**config.mk**
```make
export PLATFORM = sky130hd
export DESIGN_NAME = dpb_div_pipe
export DESIGN_NICKNAME = d
export VERILOG_FILES = /design/src/rtl/dpb_pkg.sv /design/src/rtl/dpb_div_pipe.sv
export SDC_FILE = /design/constraint.sdc
export NUM_CORES = 2
export LEC_CHECK = 0
export BUFFER_PORTS_ARGS = -buffer_cell sky130_fd_sc_hd__buf_2
export CORE_MARGIN = 5
export CORE_UTILIZATION = 60
export CTS_BUF_LIST = sky130_fd_sc_hd__clkbuf_4 sky130_fd_sc_hd__clkbuf_8
export DETAILED_ROUTE_END_ITERATION = 8
export GPL_TIMING_DRIVEN = 0
export PLACE_DENSITY = 0.76
export SYNTH_ARGS = -nofsm -noshare
export SYNTH_HDL_FRONTEND = slang
export SYNTH_SLANG_ARGS = --single-unit
```
**constraint.sdc**
```tcl
create_clock -name aclk -period 4.8 [get_ports aclk]
set_clock_uncertainty 0.1 [all_clocks]
set_input_delay 0.72 -clock aclk [delete_from_list [all_inputs] [get_ports aclk]]
set_output_delay 0.72 -clock aclk [all_outputs]
set_load 0.03 [all_outputs]
```
**src/rtl/dpb_pkg.sv**
```systemverilog
// Shared widths, register indexes, stream payload layouts and pipeline sideband type
// for the depth pixel back-projection block. Depends on nothing.
package dpb_pkg;

    localparam int CFG_ADDR_W = 3;
    localparam int CFG_DATA_W = 16;

    localparam logic [CFG_ADDR_W-1:0] REG_FOCAL_X   = 3'd0;
    localparam logic [CFG_ADDR_W-1:0] REG_FOCAL_Y   = 3'd1;
    localparam logic [CFG_ADDR_W-1:0] REG_CENTER_X  = 3'd2;
    localparam logic [CFG_ADDR_W-1:0] REG_CENTER_Y  = 3'd3;
    localparam logic [CFG_ADDR_W-1:0] REG_MAX_DEPTH = 3'd4;

    localparam logic [CFG_DATA_W-1:0] MAX_DEPTH_RESET = 16'd10000;

    localparam int unsigned MM_PER_M = 1000;
    localparam int          FRAC_W   = 16;
    localparam int          SUBPIX_W = 4;

    localparam int COORD_W = 12;
    localparam int DEPTH_W = 16;
    localparam int COLOR_W = 8;
    localparam int POINT_W = 32;
    localparam int PROD_W  = 2 * DEPTH_W;

    // Divider: numerator (diff*depth) << 16 plus half divisor, divisor 1000*focal.
    localparam int DIV_NUM_W  = PROD_W + FRAC_W + 1;
    localparam int DIV_DEN_W  = 26;
    localparam int DIV_Q_W    = POINT_W - 1;
    localparam int DIV_STAGES = DIV_Q_W + 1;

    // Depth scaling: (depth*65536 + 500) / 1000 == (depth*8192 + 62) / 125,
    // the division by 125 done as a multiply by ceil(2^36 / 125) and a shift.
    localparam int                   Z_PRE       = 3;
    localparam int                   Z_NUM_SHIFT = FRAC_W - Z_PRE;
    localparam int                   Z_NUM_W     = DEPTH_W + Z_NUM_SHIFT;
    localparam logic [Z_NUM_W-1:0]   Z_ROUND     = Z_NUM_W'((MM_PER_M / 2) >> Z_PRE);
    localparam int                   Z_RECIP_W   = 30;
    localparam logic [Z_RECIP_W-1:0] Z_RECIP     = 30'd549755814;
    localparam int                   Z_SHIFT     = 36;
    localparam int                   Z_PROD_W    = Z_NUM_W + Z_RECIP_W;

    localparam logic [POINT_W-1:0] SAT_POS = 32'h7FFF_FFFF;
    localparam logic [POINT_W-1:0] SAT_NEG = 32'h8000_0000;

    typedef struct packed {
        logic [COLOR_W-1:0] red_in;
        logic [COLOR_W-1:0] green_in;
        logic [COLOR_W-1:0] blue_in;
        logic [DEPTH_W-1:0] depth_mm;
        logic [COORD_W-1:0] row;
        logic [COORD_W-1:0] column;
    } pixel_t;

    typedef struct packed {
        logic [COLOR_W-1:0]        blue_out;
        logic [COLOR_W-1:0]        green_out;
        logic [COLOR_W-1:0]        red_out;
        logic [POINT_W-1:0]        point_z;
        logic signed [POINT_W-1:0] point_y;
        logic signed [POINT_W-1:0] point_x;
    } point_t;

    localparam int IN_W  = $bits(pixel_t);
    localparam int OUT_W = $bits(point_t);

    typedef struct packed {
        logic               valid;
        logic               depth_ok;
        logic               neg_x;
        logic               neg_y;
        logic [COLOR_W-1:0] red;
        logic [COLOR_W-1:0] green;
        logic [COLOR_W-1:0] blue;
    } side_t;

endpackage

```
**src/rtl/dpb_div_pipe.sv**
```systemverilog
// Pipelined restoring divider, one quotient bit per register stage, with a
// saturation flag for quotients of 2^31 and above. Depends on dpb_pkg.
module dpb_div_pipe (
    input  logic                           aclk,
    input  logic                           en,
    input  logic [dpb_pkg::DIV_NUM_W-1:0]  num,
    input  logic [dpb_pkg::DIV_DEN_W-1:0]  den,
    output logic [dpb_pkg::DIV_Q_W-1:0]    quo,
    output logic                           sat
);

    localparam int NW = dpb_pkg::DIV_NUM_W;
    localparam int DW = dpb_pkg::DIV_DEN_W;
    localparam int QW = dpb_pkg::DIV_Q_W;
    localparam int CW = DW + QW;

    logic [NW-1:0] rem_reg [0:QW];
    logic [QW-1:0] quo_reg [0:QW];
    logic          sat_reg [0:QW];

    always_ff @(posedge aclk) begin
        if (en) begin
            rem_reg[0] <= num;
            quo_reg[0] <= '0;
            sat_reg[0] <= (CW'(num) >= (CW'(den) << QW));
        end
    end

    for (genvar k = 1; k <= QW; k++) begin : g_bit
        localparam int B = QW - k;
        logic [CW-1:0] trial;
        logic [CW-1:0] diff;
        logic          ge;
        logic [QW-1:0] quo_next;

        always_comb begin
            trial       = CW'(den) << B;
            ge          = (CW'(rem_reg[k-1]) >= trial);
            diff        = CW'(rem_reg[k-1]) - trial;
            quo_next    = quo_reg[k-1];
            quo_next[B] = ge;
        end

        always_ff @(posedge aclk) begin
            if (en) begin
                rem_reg[k] <= ge ? diff[NW-1:0] : rem_reg[k-1];
                quo_reg[k] <= quo_next;
                sat_reg[k] <= sat_reg[k-1];
            end
        end
    end

    assign quo = quo_reg[QW];
    assign sat = sat_reg[QW];

endmodule

```
==> qor.csv <==
metric,value,unit
status,finished clean,
slowest_delay,0.54,ns
synth-main-ff-cell,edfxtp_1,
worstPathMaxFanout,22,
crit_family,buffers and inverters,
power,70.7,mW
start_util,0.602,
comb_power_share,0.388,
synth_area_leaders,"edfxtp_1, ha_1, xnor2_1",
syn_area_per_cell,11.6,um^2
grt_max_degree,194,
place_congestion,0.941,
fp.dieW,447,um
clk_pin_slew,0.06,ns
synth_top_area_cell,edfxtp_1,
routed_wl,300,mm
yosys_warnings,0,
synth_cells,9893,
yosysUniqueCellTypes,104,
startpoint_type,input port,
grt_pass1_vias,80834,
place_area,119000,um^2
synth_edf_count,2047,
p_sw_frac,0.363,
fp-row-count,160,
vias,82799,
synth-async-reset-ratio,0,
fin_crit,4.61,ns
p_int,45.0,mW
die_height,447,um
p_leak,47.5,nW
vias_per_cell,6.27,
crit_slowest_cell,dlygate4sd3_1,
peakVddDrop,0.397,mV
fmax,0.217,GHz
final_area,126000,um^2
powerDensity,559,nW/um^2
worst_hold_path_type,input port to flip-flop,
whs,0.182,ns
hpwlAfterDp,214,mm
grtUsageMet1,0.380,
syn-cell-area,114000,um^2
use_met2,0.488,
io-pin-count,109,
drt_first_pass_iters,8,
drive_above_1_share,0.0990,
p_seq_frac,0.393,
largest_reg_flops,1519,
postCtsSetupBuffers,0,
gr-total-overflow,0,
die_area,200000,um^2
antenna_found_initial,10,
critPathKind,input port to flip-flop,
clk-insertion-delay-late,1.09,ns
cp-end-kind,flip-flop,
max_cap_violations,0,
drt_iter0_drc,7371,
postRouteAntennaNets,0,
path_cells,"dlygate4sd3_1, buf_2, inv_4, buf_16, ha_1, nand2_1, nor4_1, a21oi_1, o31ai_1, a31oi_1, a211oi_1, a21o_1, buf_1, clkbuf_1, a21oi_1",
grt_busiest_layer,met2,
met3_usage,0.0426,
synth_top_area_frac,0.537,
wl_per_cell,22.7,um
rsz0062_at_grt,false,
final-max-slew-violation-count,0,
cts_tree,done,
min_period_over_period,0.961,
syn_nets,10796,
cp_data_required_time,5.44,ns
path_common_cell,a21oi_1,
nNetsFinal,11340,
syn_to_final_growth,10.5,%
crit_buf_inv,6,
clockPowerShare,0.219,
netlist_top_cells_count,"edfxtp_1, a21oi_1, ha_1",
setup_violations,0,
cts_sinks,2047,
cts_max_level,5,
grt_pass1_wl,457,mm
synth_most_common_cell,edfxtp_1,
root_buffer,clkbuf_8,
io_buffer_count,108,
synth_seq_cells,2047,
hold_viol_final,0,
slew_headroom,0.190,
seq_area_frac_synth,0.537,
worst_pin_slew,1.18,ns
cts_buffers,346,
cts_buffer_depth,4,
p_switching,25.7,mW
fp.coreArea,190000,um^2
track_usage,0.294,
drc,0,
cp_data_arrival_time,5.25,ns
[final cells by class]
cell class	instances	area, um^2
multi-input combinational	7347	51100
clock buffer	439	5500
timing repair buffer	196	1990
sequential	2047	61500
clock inverter	161	1260
fill	14138	63500
buffer	231	940
tap	2511	3140
antenna	8	20.0
inverter	268	1060
[worst min-delay path, delay by kind of cell]
family          cells  cell delay, ns
compound gates      1            0.16
simple gates        1            0.08
buf+inv             1            0.16
[worst paths after layout]
kind	cells past startpoint	endpoint	slack (ns)	from
worst min register to register	0	quo_reg[3][122]$_DFFE_PP_	0.29	quo_reg[3][91]$_DFFE_PP_
worst min-delay path	3	quo_reg[0][61]$_DFFE_PP_	0.18	den[19]
worst max register to register	13	rem_reg[1][423]$_DFFE_PP_	0.25	rem_reg[1][350]$_DFFE_PP_
worst max-delay path	15	rem_reg[1][210]$_DFFE_PP_	0.19	den[18]
[per-layer routing]
layer | up-vias | wire length, um
met3 | 845 | 18700
met1 | 39811 | 123000
met5 | - | 27
met4 | 4 | 16000
met2 | 3252 | 143000
li1 | 38887 | -
[power by group through the flow]
stage / Clock, mW / Combinational [mW] / Sequential [mW]
finish: 15.5 / 27.4 / 27.8
global route: 16.8 / 30.2 / 28.0
CTS: 15.9 / 27.0 / 27.7
detailed placement: 0 / 26.7 / 28.0
global placement: 0 / 26.1 / 29.0
floorplan: 0 / 20.4 / 26.7
[metrics by stage]
step                std cells  worst slack [ns]  utilization  setup TNS (ns)
floorplan                9893             0.182            -               0
global placement        12512            -27.92        0.622               -
detailed placement      12547             -1.35        0.627         -621.50
CTS                     13199            0.0558        0.665               0
global route            13204            0.0146        0.665               0
finish                  13208             0.188        0.666               0
[logic make-up (layout without fill, tap and decap cells)]
group	Yosys count	in the layout	synth area share
compound gates	2594	2594	0.142
xor+xnor	849	849	0.0650
fa+ha+maj	826	826	0.0923
buf+inv	499	1295	0.0169
flops	2047	2047	0.537
mux	231	231	0.0231
other cells	0	8	0
simple gates	2847	2847	0.124
[timing repair]
action / 4_1_cts / 5_1_grt
hold endpoints to repair: 51 / 0
gates resized for setup: 2 / 13
setup endpoints to repair: 50 / 317
hold buffers: 52 / 0
cloned: 0 / 1
[layout by cell type (no fill, tap or decap), drive strengths merged, types with 120 or more instances in the layout]
master | netlist | final
nand4 | 158 | 158
o21a | 120 | 120
nor3 | 215 | 215
o21ai | 669 | 669
nor4 | 173 | 173
clkbuf | 180 | 621
ha | 796 | 796
nand3 | 179 | 179
nor2 | 673 | 673
a21o | 348 | 348
buf | 51 | 193
xnor2 | 477 | 477
clkinv | 1 | 129
xor2 | 372 | 372
edfxtp | 2047 | 2047
mux2 | 211 | 211
nor2b | 152 | 152
inv | 267 | 275
nand2b | 132 | 132
nand2 | 751 | 751
a21oi | 809 | 809
(Power assumes the default switching activity.)
